===== src/design/psge_pkg.sv =====
// Types and constants for the pad sample gate.
`default_nettype none

package psge_pkg;

  localparam int unsigned ButtonCount = 3;
  localparam int unsigned SeqWidth    = 64;
  localparam int unsigned TickWidth   = 64;
  localparam int unsigned AxisInWidth = 16;
  localparam int unsigned AxisWidth   = 9;
  localparam int unsigned BtnInWidth  = 8;
  localparam int unsigned StatusWidth = 3;

  localparam logic [BtnInWidth-1:0] BtnMask = BtnInWidth'((1 << ButtonCount) - 1);
  localparam logic signed [AxisInWidth-1:0] AxisLo = -16'sd128;
  localparam logic signed [AxisInWidth-1:0] AxisHi = 16'sd128;

  typedef enum logic [StatusWidth-1:0] {
    StOk         = 3'd0,
    StDupIdem    = 3'd1,
    StDupClash   = 3'd2,
    StBadSeq     = 3'd3,
    StBadButtons = 3'd4,
    StAxisRange  = 3'd5,
    StBackTick   = 3'd6
  } status_e;

endpackage

`default_nettype wire


===== src/design/psge_if.sv =====
// Valid/ready channel interfaces for pad samples and gated frames.
`default_nettype none

interface psge_in_if;
  logic                                  valid;
  logic                                  ready;
  logic [psge_pkg::SeqWidth-1:0]         seq_num;
  logic [psge_pkg::TickWidth-1:0]        tick_val;
  logic signed [psge_pkg::AxisInWidth-1:0] axis_x;
  logic signed [psge_pkg::AxisInWidth-1:0] axis_y;
  logic [psge_pkg::BtnInWidth-1:0]       button_bits;

  modport source (output valid, seq_num, tick_val, axis_x, axis_y, button_bits,
                  input ready);
  modport sink (input valid, seq_num, tick_val, axis_x, axis_y, button_bits,
                output ready);
endinterface

interface psge_out_if;
  logic                                  valid;
  logic                                  ready;
  logic [psge_pkg::StatusWidth-1:0]      status;
  logic                                  frame_out;
  logic [psge_pkg::SeqWidth-1:0]         out_seq;
  logic [psge_pkg::TickWidth-1:0]        out_tick;
  logic signed [psge_pkg::AxisWidth-1:0] out_x;
  logic signed [psge_pkg::AxisWidth-1:0] out_y;
  logic [psge_pkg::ButtonCount-1:0]      down_mask;
  logic [psge_pkg::ButtonCount-1:0]      pressed_mask;
  logic [psge_pkg::ButtonCount-1:0]      released_mask;
  logic                                  have_frame;

  modport source (output valid, status, frame_out, out_seq, out_tick, out_x, out_y,
                  down_mask, pressed_mask, released_mask, have_frame,
                  input ready);
  modport sink (input valid, status, frame_out, out_seq, out_tick, out_x, out_y,
                down_mask, pressed_mask, released_mask, have_frame,
                output ready);
endinterface

`default_nettype wire


===== src/design/pad_sample_gate_edge_detect.sv =====
// Pad sample gate: checks each gamepad sample and reports frames with button edges.
//
// in_i carries one sample word per handshake (sequence, tick, two axes, buttons).
// out_o carries one result word per sample: a status code, and when frame_out is
// set the stored frame with its down, pressed and released button masks.
// Every sample yields exactly one result word, in order.
// A sample accepted on in_i is held in the input register, checked there, and its
// result is registered in the result register that drives out_o.
// Throughput: one sample per cycle while out_o is not stalled; the gate state (last
// accepted sample) is updated in the same cycle the check result is registered, so
// the next sample is checked against it without a bubble.
// Reset clears the stored frame, so the first sample after reset skips the
// duplicate, backward sequence and backward tick checks.
// When out_o is stalled the result register holds, the input register fills,
// and in_i.ready drops until the result is taken; nothing is dropped.
`default_nettype none

module pad_sample_gate_edge_detect (
  input  wire logic  clk_i,
  input  wire logic  rst_ni,
  psge_in_if.sink    in_i,
  psge_out_if.source out_o
);

  localparam int unsigned Bc = psge_pkg::ButtonCount;
  localparam int unsigned Aw = psge_pkg::AxisWidth;
  localparam int unsigned Ai = psge_pkg::AxisInWidth;

  // input register
  logic                                  s1_valid_q;
  logic [psge_pkg::SeqWidth-1:0]         seq_q;
  logic [psge_pkg::TickWidth-1:0]        tick_q;
  logic signed [Ai-1:0]                  ax_q;
  logic signed [Ai-1:0]                  ay_q;
  logic [psge_pkg::BtnInWidth-1:0]       btn_q;

  // gate state
  logic                                  seen_q;
  logic [psge_pkg::SeqWidth-1:0]         pseq_q;
  logic [psge_pkg::TickWidth-1:0]        ptick_q;
  logic signed [Aw-1:0]                  px_q;
  logic signed [Aw-1:0]                  py_q;
  logic [Bc-1:0]                         pbtn_q;
  logic [Bc-1:0]                         ppress_q;
  logic [Bc-1:0]                         prel_q;

  // result register
  logic                                  ov_q;
  psge_pkg::status_e                     status_q;
  logic                                  frame_q;
  logic [psge_pkg::SeqWidth-1:0]         oseq_q;
  logic [psge_pkg::TickWidth-1:0]        otick_q;
  logic signed [Aw-1:0]                  ox_q;
  logic signed [Aw-1:0]                  oy_q;
  logic [Bc-1:0]                         odown_q;
  logic [Bc-1:0]                         opress_q;
  logic [Bc-1:0]                         orel_q;
  logic                                  ohave_q;

  logic                                  advance;
  logic                                  dup;
  logic                                  idem;
  logic                                  bad_seq;
  logic                                  bad_btn;
  logic                                  bad_axis;
  logic                                  bad_tick;
  logic signed [Ai-1:0]                  px_ext;
  logic signed [Ai-1:0]                  py_ext;
  logic [Bc-1:0]                         new_btn;
  logic [Bc-1:0]                         old_btn;
  logic [Bc-1:0]                         press_d;
  logic [Bc-1:0]                         rel_d;
  psge_pkg::status_e                     status_d;
  logic                                  take_d;
  logic                                  frame_d;

  assign advance  = s1_valid_q && (!ov_q || out_o.ready);
  assign in_i.ready = !s1_valid_q || advance;

  assign px_ext  = Ai'(px_q);
  assign py_ext  = Ai'(py_q);
  assign new_btn = btn_q[Bc-1:0];
  assign old_btn = seen_q ? pbtn_q : '0;
  assign press_d = new_btn & ~old_btn;
  assign rel_d   = old_btn & ~new_btn;

  assign dup      = seen_q && (seq_q == pseq_q);
  assign idem     = (tick_q == ptick_q) && (ax_q == px_ext) && (ay_q == py_ext)
                    && (btn_q == psge_pkg::BtnInWidth'(pbtn_q));
  assign bad_seq  = (seq_q == '0) || (seen_q && (seq_q < pseq_q));
  assign bad_btn  = (btn_q & ~psge_pkg::BtnMask) != '0;
  assign bad_axis = (ax_q < psge_pkg::AxisLo) || (ax_q > psge_pkg::AxisHi) ||
                    (ay_q < psge_pkg::AxisLo) || (ay_q > psge_pkg::AxisHi);
  assign bad_tick = seen_q && (tick_q < ptick_q);

  // priority order of the checks
  always_comb begin
    take_d  = 1'b0;
    frame_d = 1'b0;
    if (dup) begin
      status_d = idem ? psge_pkg::StDupIdem : psge_pkg::StDupClash;
      frame_d  = idem;
    end else if (bad_seq) begin
      status_d = psge_pkg::StBadSeq;
    end else if (bad_btn) begin
      status_d = psge_pkg::StBadButtons;
    end else if (bad_axis) begin
      status_d = psge_pkg::StAxisRange;
    end else if (bad_tick) begin
      status_d = psge_pkg::StBackTick;
    end else begin
      status_d = psge_pkg::StOk;
      take_d   = 1'b1;
      frame_d  = 1'b1;
    end
  end

  always_ff @(posedge clk_i or negedge rst_ni) begin
    if (!rst_ni) begin
      s1_valid_q <= 1'b0;
    end else if (in_i.ready) begin
      s1_valid_q <= in_i.valid;
    end
  end

  always_ff @(posedge clk_i) begin
    if (in_i.valid && in_i.ready) begin
      seq_q  <= in_i.seq_num;
      tick_q <= in_i.tick_val;
      ax_q   <= in_i.axis_x;
      ay_q   <= in_i.axis_y;
      btn_q  <= in_i.button_bits;
    end
  end

  always_ff @(posedge clk_i or negedge rst_ni) begin
    if (!rst_ni) begin
      seen_q   <= 1'b0;
      pseq_q   <= '0;
      ptick_q  <= '0;
      px_q     <= '0;
      py_q     <= '0;
      pbtn_q   <= '0;
      ppress_q <= '0;
      prel_q   <= '0;
    end else if (advance && take_d) begin
      seen_q   <= 1'b1;
      pseq_q   <= seq_q;
      ptick_q  <= tick_q;
      px_q     <= ax_q[Aw-1:0];
      py_q     <= ay_q[Aw-1:0];
      pbtn_q   <= new_btn;
      ppress_q <= press_d;
      prel_q   <= rel_d;
    end
  end

  always_ff @(posedge clk_i or negedge rst_ni) begin
    if (!rst_ni) begin
      ov_q <= 1'b0;
    end else if (advance) begin
      ov_q <= 1'b1;
    end else if (out_o.ready) begin
      ov_q <= 1'b0;
    end
  end

  // frame fields come from the new sample on accept, from the stored frame on replay, else zero
  always_ff @(posedge clk_i) begin
    if (advance) begin
      status_q <= status_d;
      frame_q  <= frame_d;
      ohave_q  <= seen_q || take_d;
      if (take_d) begin
        oseq_q   <= seq_q;
        otick_q  <= tick_q;
        ox_q     <= ax_q[Aw-1:0];
        oy_q     <= ay_q[Aw-1:0];
        odown_q  <= new_btn;
        opress_q <= press_d;
        orel_q   <= rel_d;
      end else if (frame_d) begin
        oseq_q   <= pseq_q;
        otick_q  <= ptick_q;
        ox_q     <= px_q;
        oy_q     <= py_q;
        odown_q  <= pbtn_q;
        opress_q <= ppress_q;
        orel_q   <= prel_q;
      end else begin
        oseq_q   <= '0;
        otick_q  <= '0;
        ox_q     <= '0;
        oy_q     <= '0;
        odown_q  <= '0;
        opress_q <= '0;
        orel_q   <= '0;
      end
    end
  end

  assign out_o.valid         = ov_q;
  assign out_o.status        = status_q;
  assign out_o.frame_out     = frame_q;
  assign out_o.out_seq       = oseq_q;
  assign out_o.out_tick      = otick_q;
  assign out_o.out_x         = ox_q;
  assign out_o.out_y         = oy_q;
  assign out_o.down_mask     = odown_q;
  assign out_o.pressed_mask  = opress_q;
  assign out_o.released_mask = orel_q;
  assign out_o.have_frame    = ohave_q;

endmodule

`default_nettype wire


===== src/flat_wrapper.sv =====
// flat-port wrapper written by rule: the top's interface ports become plain ports
module pad_sample_gate_edge_detect_flat 
  (clk_i, rst_ni, in_i_valid, in_i_seq_num, in_i_tick_val, in_i_axis_x, in_i_axis_y, in_i_button_bits, in_i_ready, out_o_valid, out_o_status, out_o_frame_out, out_o_out_seq, out_o_out_tick, out_o_out_x, out_o_out_y, out_o_down_mask, out_o_pressed_mask, out_o_released_mask, out_o_have_frame, out_o_ready);
  psge_in_if in_i_i ();
  psge_out_if out_o_i ();
  input  wire logic clk_i;
  input  wire logic rst_ni;
  input wire logic [$bits(in_i_i.valid)-1:0] in_i_valid;
  input wire logic [$bits(in_i_i.seq_num)-1:0] in_i_seq_num;
  input wire logic [$bits(in_i_i.tick_val)-1:0] in_i_tick_val;
  input wire logic [$bits(in_i_i.axis_x)-1:0] in_i_axis_x;
  input wire logic [$bits(in_i_i.axis_y)-1:0] in_i_axis_y;
  input wire logic [$bits(in_i_i.button_bits)-1:0] in_i_button_bits;
  output wire logic [$bits(in_i_i.ready)-1:0] in_i_ready;
  output wire logic [$bits(out_o_i.valid)-1:0] out_o_valid;
  output wire logic [$bits(out_o_i.status)-1:0] out_o_status;
  output wire logic [$bits(out_o_i.frame_out)-1:0] out_o_frame_out;
  output wire logic [$bits(out_o_i.out_seq)-1:0] out_o_out_seq;
  output wire logic [$bits(out_o_i.out_tick)-1:0] out_o_out_tick;
  output wire logic [$bits(out_o_i.out_x)-1:0] out_o_out_x;
  output wire logic [$bits(out_o_i.out_y)-1:0] out_o_out_y;
  output wire logic [$bits(out_o_i.down_mask)-1:0] out_o_down_mask;
  output wire logic [$bits(out_o_i.pressed_mask)-1:0] out_o_pressed_mask;
  output wire logic [$bits(out_o_i.released_mask)-1:0] out_o_released_mask;
  output wire logic [$bits(out_o_i.have_frame)-1:0] out_o_have_frame;
  input wire logic [$bits(out_o_i.ready)-1:0] out_o_ready;
  assign in_i_i.valid = in_i_valid;
  assign in_i_i.seq_num = in_i_seq_num;
  assign in_i_i.tick_val = in_i_tick_val;
  assign in_i_i.axis_x = in_i_axis_x;
  assign in_i_i.axis_y = in_i_axis_y;
  assign in_i_i.button_bits = in_i_button_bits;
  assign in_i_ready = in_i_i.ready;
  assign out_o_valid = out_o_i.valid;
  assign out_o_status = out_o_i.status;
  assign out_o_frame_out = out_o_i.frame_out;
  assign out_o_out_seq = out_o_i.out_seq;
  assign out_o_out_tick = out_o_i.out_tick;
  assign out_o_out_x = out_o_i.out_x;
  assign out_o_out_y = out_o_i.out_y;
  assign out_o_down_mask = out_o_i.down_mask;
  assign out_o_pressed_mask = out_o_i.pressed_mask;
  assign out_o_released_mask = out_o_i.released_mask;
  assign out_o_have_frame = out_o_i.have_frame;
  assign out_o_i.ready = out_o_ready;
  pad_sample_gate_edge_detect u_core (.clk_i(clk_i), .rst_ni(rst_ni), .in_i(in_i_i), .out_o(out_o_i));
endmodule

===== config.mk =====
export PLATFORM = sky130hd
export DESIGN_NAME = pad_sample_gate_edge_detect_flat
export DESIGN_NICKNAME = d
export VERILOG_FILES = /design/src/design/psge_pkg.sv /design/src/design/psge_if.sv /design/src/design/pad_sample_gate_edge_detect.sv /design/src/flat_wrapper.sv
export SDC_FILE = /design/constraint.sdc
export NUM_CORES = 1
export LEC_CHECK = 0
export BUFFER_PORTS_ARGS = -buffer_cell sky130_fd_sc_hd__clkbuf_2
export CAP_MARGIN = 40
export CORE_ASPECT_RATIO = 1.2
export CORE_MARGIN = 10
export CORE_UTILIZATION = 27
export CTS_BUF_LIST = sky130_fd_sc_hd__clkbuf_4 sky130_fd_sc_hd__clkbuf_8
export CTS_CLUSTER_DIAMETER = 30
export CTS_CLUSTER_SIZE = 16
export DETAILED_ROUTE_END_ITERATION = 16
export GPL_TIMING_DRIVEN = 0
export PLACE_DENSITY = 0.49
export SLEW_MARGIN = 20
export SYNTH_ARGS = -nofsm -noshare
export SYNTH_HDL_FRONTEND = slang
export SYNTH_SLANG_ARGS = --single-unit

===== constraint.sdc =====
create_clock -name clk_i -period 14.45 [get_ports clk_i]
set_input_delay 0 -clock clk_i [delete_from_list [all_inputs] [get_ports clk_i]]
set_output_delay 0 -clock clk_i [all_outputs]
set_load 0.02 [all_outputs]

### After elaboration in Yosys (flattened, before gate mapping)

Index checks and enable logic that the tools add are counted.

| operators by class | value |
|---|---|
| shifts and indexed selects | 0 |
| reductions and logical operators | 21 |
| divide/modulo/power cells | 0 |
| bitwise gates (word level) | 4 |
| add/sub/neg operators | 0 |
| $lt $le $gt $ge | 6 |
| muxes and demuxes | 29 |
| equality and inequality tests | 5 |
| multiply operators | 0 |

Operators by type and width:

| cell | count |
|---|---|
| 64-bit two-way mux | 4 |
| 64-bit == test | 2 |
| 64-bit < comparator | 2 |
| 64-bit zero test | 1 |
| 3-bit two-way mux | 12 |
| 9-bit two-way mux | 4 |
| 16-bit by 9-bit == test with 1-bit output | 2 |
| 16-bit by 9-bit > comparator with 1-bit output, second input constant | 2 |
| 16-bit by 8-bit < comparator with 1-bit output, second input constant | 2 |
| 1-bit logical AND | 9 |
| 8-bit by 3-bit == test with 1-bit output | 1 |
| 1-bit two-way mux | 8 |
| 8-bit nonzero test | 1 |
| 1-bit logical OR | 7 |
| 3-bit AND | 2 |
| 3-bit NOT | 2 |
| 1-bit zero test | 2 |
| 2-bit two-way mux | 1 |
| 2-bit nonzero test | 1 |

| word-level totals | value |
|---|---|
| memories | 0 |
| bits in registers | 486 |
| latch bits | 0 |
| input port bits | 172 |
| bits in read-only memories | 0 |
| bits in writable memories | 0 |
| word-level logic and storage cells | 90 |

### Depth between registers and ports, before layout

| logic depth | value |
|---|---|
| word-level depth | 10 |
| depth in mapped cells | 11 |

### Worst setup path before layout

Ideal clock, no wire load.

| timing path | value |
|---|---|
| kind | reg-to-reg |
| start | register u_core.ov_q (netlist: u_core.out_o.valid) |
| end | register u_core.ax_q[0], enable pin |
| buffers on the path | 0 |
| arrival time | 4.612 ns |
| required time | 13.903 ns |
| cell stages (with the launch flop) | 3 |
| setup slack | 9.291 ns |
| path through | dfrtp_1 > nand3b_1 > and2_1 |

| between the ends | value |
|---|---|
| word-level cells in the longest chain between the ends | 5 |

Ends and longest elaborated chain:

| item | line | text |
|---|---|---|
| start, declared | pad_sample_gate_edge_detect.sv:48 | `logic ov_q;` |
| start signal, assigned | pad_sample_gate_edge_detect.sv:160 | `ov_q <= 1'b0;` |
| start signal, assigned | pad_sample_gate_edge_detect.sv:162 | `ov_q <= 1'b1;` |
| start signal, assigned | pad_sample_gate_edge_detect.sv:164 | `ov_q <= 1'b0;` |
| 1-bit zero test | pad_sample_gate_edge_detect.sv:77 | `assign advance = s1_valid_q && (!ov_q \|\| out_o.ready);` |
| 1-bit logical OR | pad_sample_gate_edge_detect.sv:77 |  |
| 1-bit logical AND | pad_sample_gate_edge_detect.sv:77 |  |
| 1-bit logical OR | pad_sample_gate_edge_detect.sv:78 | `assign in_i.ready = !s1_valid_q \|\| advance;` |
| named net in_i_ready | flat_wrapper.sv:14 | `output wire logic [$bits(in_i_i.ready)-1:0] in_i_ready;` |
| 1-bit logical AND | pad_sample_gate_edge_detect.sv:127 | `if (in_i.valid && in_i.ready) begin` |
| end signal, assigned | pad_sample_gate_edge_detect.sv:130 | `ax_q <= in_i.axis_x;` |
| end, declared | pad_sample_gate_edge_detect.sv:33 | `logic signed [Ai-1:0] ax_q;` |

The timed path passes the listed nets, and every way through them passes these cells.
A chain may end at the register's enable or synchronous reset.

### Worst setup path in the final report

| timing path | value |
|---|---|
| start | register u_core.btn_q[5] (netlist bit) |
| end | register u_core.oseq_q, in the netlist u_core.out_o.out_seq[61], data pin |

| between the ends | value |
|---|---|
| word-level cells in the longest chain between the ends | 6 |
| elaborated cells between the ends (all ways) | 9 |
| those cells by class | eq/ne: 1; mux: 6; reduce/logical: 2 |

Ends and longest elaborated chain:

| item | line | text |
|---|---|---|
| start, declared | pad_sample_gate_edge_detect.sv:35 | `logic [psge_pkg::BtnInWidth-1:0] btn_q;` |
| start signal, assigned | pad_sample_gate_edge_detect.sv:132 | `btn_q <= in_i.button_bits;` |
| 8-bit nonzero test | pad_sample_gate_edge_detect.sv:91 | `assign bad_btn = (btn_q & ~psge_pkg::BtnMask) != '0;` |
| 1-bit two-way mux | pad_sample_gate_edge_detect.sv:105 | `end else if (bad_btn) begin` |
| 1-bit two-way mux | pad_sample_gate_edge_detect.sv:103 | `end else if (bad_seq) begin` |
| 1-bit two-way mux | pad_sample_gate_edge_detect.sv:100 | `if (dup) begin` |
| 64-bit two-way mux | pad_sample_gate_edge_detect.sv:182 | `end else if (frame_d) begin` |
| 64-bit two-way mux (*) | pad_sample_gate_edge_detect.sv:174 | `if (take_d) begin` |
| end signal, assigned | pad_sample_gate_edge_detect.sv:175 | `oseq_q <= seq_q;` |
| end signal, assigned | pad_sample_gate_edge_detect.sv:183 | `oseq_q <= pseq_q;` |
| end, declared | pad_sample_gate_edge_detect.sv:51 | `logic [psge_pkg::SeqWidth-1:0] oseq_q;` |

Mark *: on every way between the ends. The rest lies on a longest branch, timed or not.

==> metrics <==
status finished, final reports clean; worst-path cell chain or4_1, nor2_1, nand4_1, nor4_1, nand3_1, nor3_2, clkbuf_2, clkbuf_1, a22o_1; syn avg cell area ~15 µm²; Final Hold Viols 0; relative slew slack 0.456; Placer Congestion 0.770; Hold WC Path Type in2reg; # hold bufs at CTS between 300 and 400; cells after synthesis roughly 1400; Die H approximately 330 µm; initial antenna violation count 6; HPWL after detailed placement around 47000 µm; Worst Path Arrival 4.81 ns; I/O pin cnt 334; CTS Buf Count 111; Sw Ratio 0.250; Core ar. 80400 µm²; clock sinks 486; sw power 0.927 mW; final setup TNS 0 ns; Tcrit/Tclk final 0.295; clock period minus worst slack approximately 4.3 ns; Post-synth ARST share 0.325; maximum clock rate approximately 230 MHz; share of cells above drive strength 1 0.323; Detailed Route WL 67800 µm; nets roughly 2500; Setup crit start kind flip-flop; CP required 15.01 ns; Max Transition Viols Final 0; final setup skew 0.0418 ns; WS Path Type reg2reg; Synth Warn # 0; CP max FO 10; cell family with most CP delay simple AND/OR/NAND/NOR gates; Port Buffers ~330; drt via density 4.52; final instance area 31000 µm²; Seq pwr share 0.433; Primary FF master, synth edfxtp_1; area grow syn2layout 41.7%; Logic pwr share 0.074; die width 280 µm; Yosys cell types 55; maximum vdd ir drop 0.0000722 V; final setup vio count 0; Clock Tree Buf Depth 3; routed vias 15156; Initial Util 0.272; vias in the first global route about 17000; cell-internal power 2.78 mW; number of synthesized register bits 486; number of flops mapped to enable cells by yosys 328; Worst Path Buf+Inv 2; CTS root buf clkbuf_8; synthesized area 21900 µm²; slowest CP cell clkbuf_1; Final ANT Viol Nets 0; drt wl/cell 20.2 µm; cts repair resizes 0; RSZ-0062 raised after global routing false; Detailed Routing Iterations Pass 1 5; Seq/Total Area, Yosys 0.631; first-pass GRT wire length 102000 µm; Residual DRC 0; Synthesized Nets 1727; post-CTS setup buffers 0; number of cell rows 114; grt ovf 0; CTS H-tree lvls 3; pwr dens 120 nW/µm²; Worst Tran Pin Value 0.809 ns; largest net degree at the start of global routing 74; CP Capture Type flip-flop; Leak 12.8 nW; later-pin clock latency in the skew report 0.72 ns; Placement Cell Area 25100 µm²; number of DRC markers in iteration 0 855; max-capacitance violation count 0; highest cell delay on the worst timing path 0.63 ns; CTS clk-pin slew, worst paths about 0.060 ns; die footprint 92800 µm²; TritonCTS clock tree built; gr usage total 0.144; Clock Power Share 0.493
cell families (layout without fill, tap and decap cells):
group,Yosys count,after routing,share of synthesized area
flops,486,486,0.631
compound gates,264,264,0.0942
buf+inv,192,1074,0.0440
simple gates,183,183,0.0457
mux,155,155,0.104
fa+ha+maj,128,128,0.0733
xor+xnor,19,19,0.00761
other cells,0,3,0
cell usage after synthesis, types with 10 or more instances:
cell / n / area [µm²]
nand3_1: 16 / 80.1
nand4_1: 35 / 219
nand2_1: 40 / 150
mux2_2: 16 / 180
nor2_1: 20 / 75.1
buf_2: 15 / 75.1
edfxtp_1: 328 / 9850
clkbuf_1: 19 / 71.3
ha_1: 128 / 1600
a22o_1: 155 / 1360
a21oi_1: 50 / 250
inv_1: 140 / 526
mux2_4: 139 / 2090
nor4_1: 28 / 175
xor2_1: 17 / 149
buf_12: 10 / 200
dfrtp_1: 158 / 3950
o21ai_0: 17 / 85.1
final timing paths:
kind                                                    start                                 end  slack (ns)  cells after the start
worst max register to register      u_core.btn_q[5]$_DFFE_PP_  u_core.out_o.out_seq[61]$_DFFE_PP_       10.19                      9
worst max-delay path                u_core.btn_q[5]$_DFFE_PP_  u_core.out_o.out_seq[61]$_DFFE_PP_       10.19                      9
max in group asynchronous                              rst_ni      u_core.ptick_q[44]$_DFFE_PN0P_       13.52                      4
worst min register to register  u_core.s1_valid_q$_DFFE_PN0N_      u_core.out_o.valid$_DFFE_PN0P_        0.50                      1
min in group asynchronous                              rst_ni      u_core.ptick_q[50]$_DFFE_PN0P_        0.44                      4
worst min-delay path                          in_i_seq_num[2]           u_core.seq_q[2]$_DFFE_PP_        0.07                      2
through the flow:
step | total power [mW] | hold slack (ns) | worst slack [ns] | util | std cells
after global placement | 1.84 | 0.178 | 6.82 | 0.309 | 2804
final | 3.70 | 0.0655 | 10.19 | 0.385 | 3356
after global routing | 3.86 | 0.0232 | 9.79 | 0.385 | 3356
after detailed placement | 1.84 | -0.0886 | 10.06 | 0.312 | 2815
after CTS | 3.76 | 0.000311 | 10.04 | 0.385 | 3352
after floorplan | 1.72 | -0.296 | 9.29 | - | 1427
flip-flops by register name, summed over array words and instances, names as in the netlist, 8 cells and up:
signal,flops
u_core.pseq_q,64
u_core.px_q,9
u_core.out_o.out_seq,64
u_core.ptick_q,64
u_core.seq_q,64
u_core.tick_q,64
u_core.out_o.out_x,9
u_core.py_q,9
u_core.ay_q,16
u_core.btn_q,8
u_core.ax_q,16
u_core.out_o.out_tick,64
u_core.out_o.out_y,9
cell type report:
type / instances / area (µm²)
fillers: 7641 / 49500
flip-flops and latches: 486 / 13800
multi-input cells: 749 / 7100
repair buffers: 670 / 5160
clock buffers: 123 / 1640
well taps: 1044 / 1310
clock inverters: 89 / 990
inverters: 140 / 533
plain buffers: 52 / 439
diodes: 3 / 7.51
per-layer routing:
metal | track usage | vias up | routed length (µm)
met3 | 0.0385 | 123 | 4160
met2 | 0.243 | 420 | 33500
met4 | 0.0540 | 2 | 1920
met1 | 0.173 | 7547 | 28200
met5 | 0 | - | 12
li1 | - | 7064 | -
power by group through the flow:
stage / Clock (mW) / Combinational, mW / Sequential [mW]
after floorplan: 0 / 0.0653 / 1.66
after global routing: 1.95 / 0.302 / 1.61
after global placement: 0 / 0.197 / 1.65
after detailed placement: 0 / 0.210 / 1.63
final: 1.83 / 0.275 / 1.60
after CTS: 1.88 / 0.280 / 1.60
placed cells by master, fill, tap and decap left out, drive strengths merged, types with 5 or more instances in the layout:
master         n
nor2          21
dfrtp        158
clkinv        42
and2           5
xor2          17
edfxtp       328
nor3           9
nand2b         7
ha           128
nand2         40
buf           45
a22o         155
a221oi         9
inv          150
a21o           7
or4            9
dlygate4sd3  324
nor4          29
bufinv        17
o21ai         17
clkinvlp      20
mux2         155
clkbuf       476
nand4         35
nand3         16
a21oi         50
Note: power is estimated with default switching activity, not from simulation.
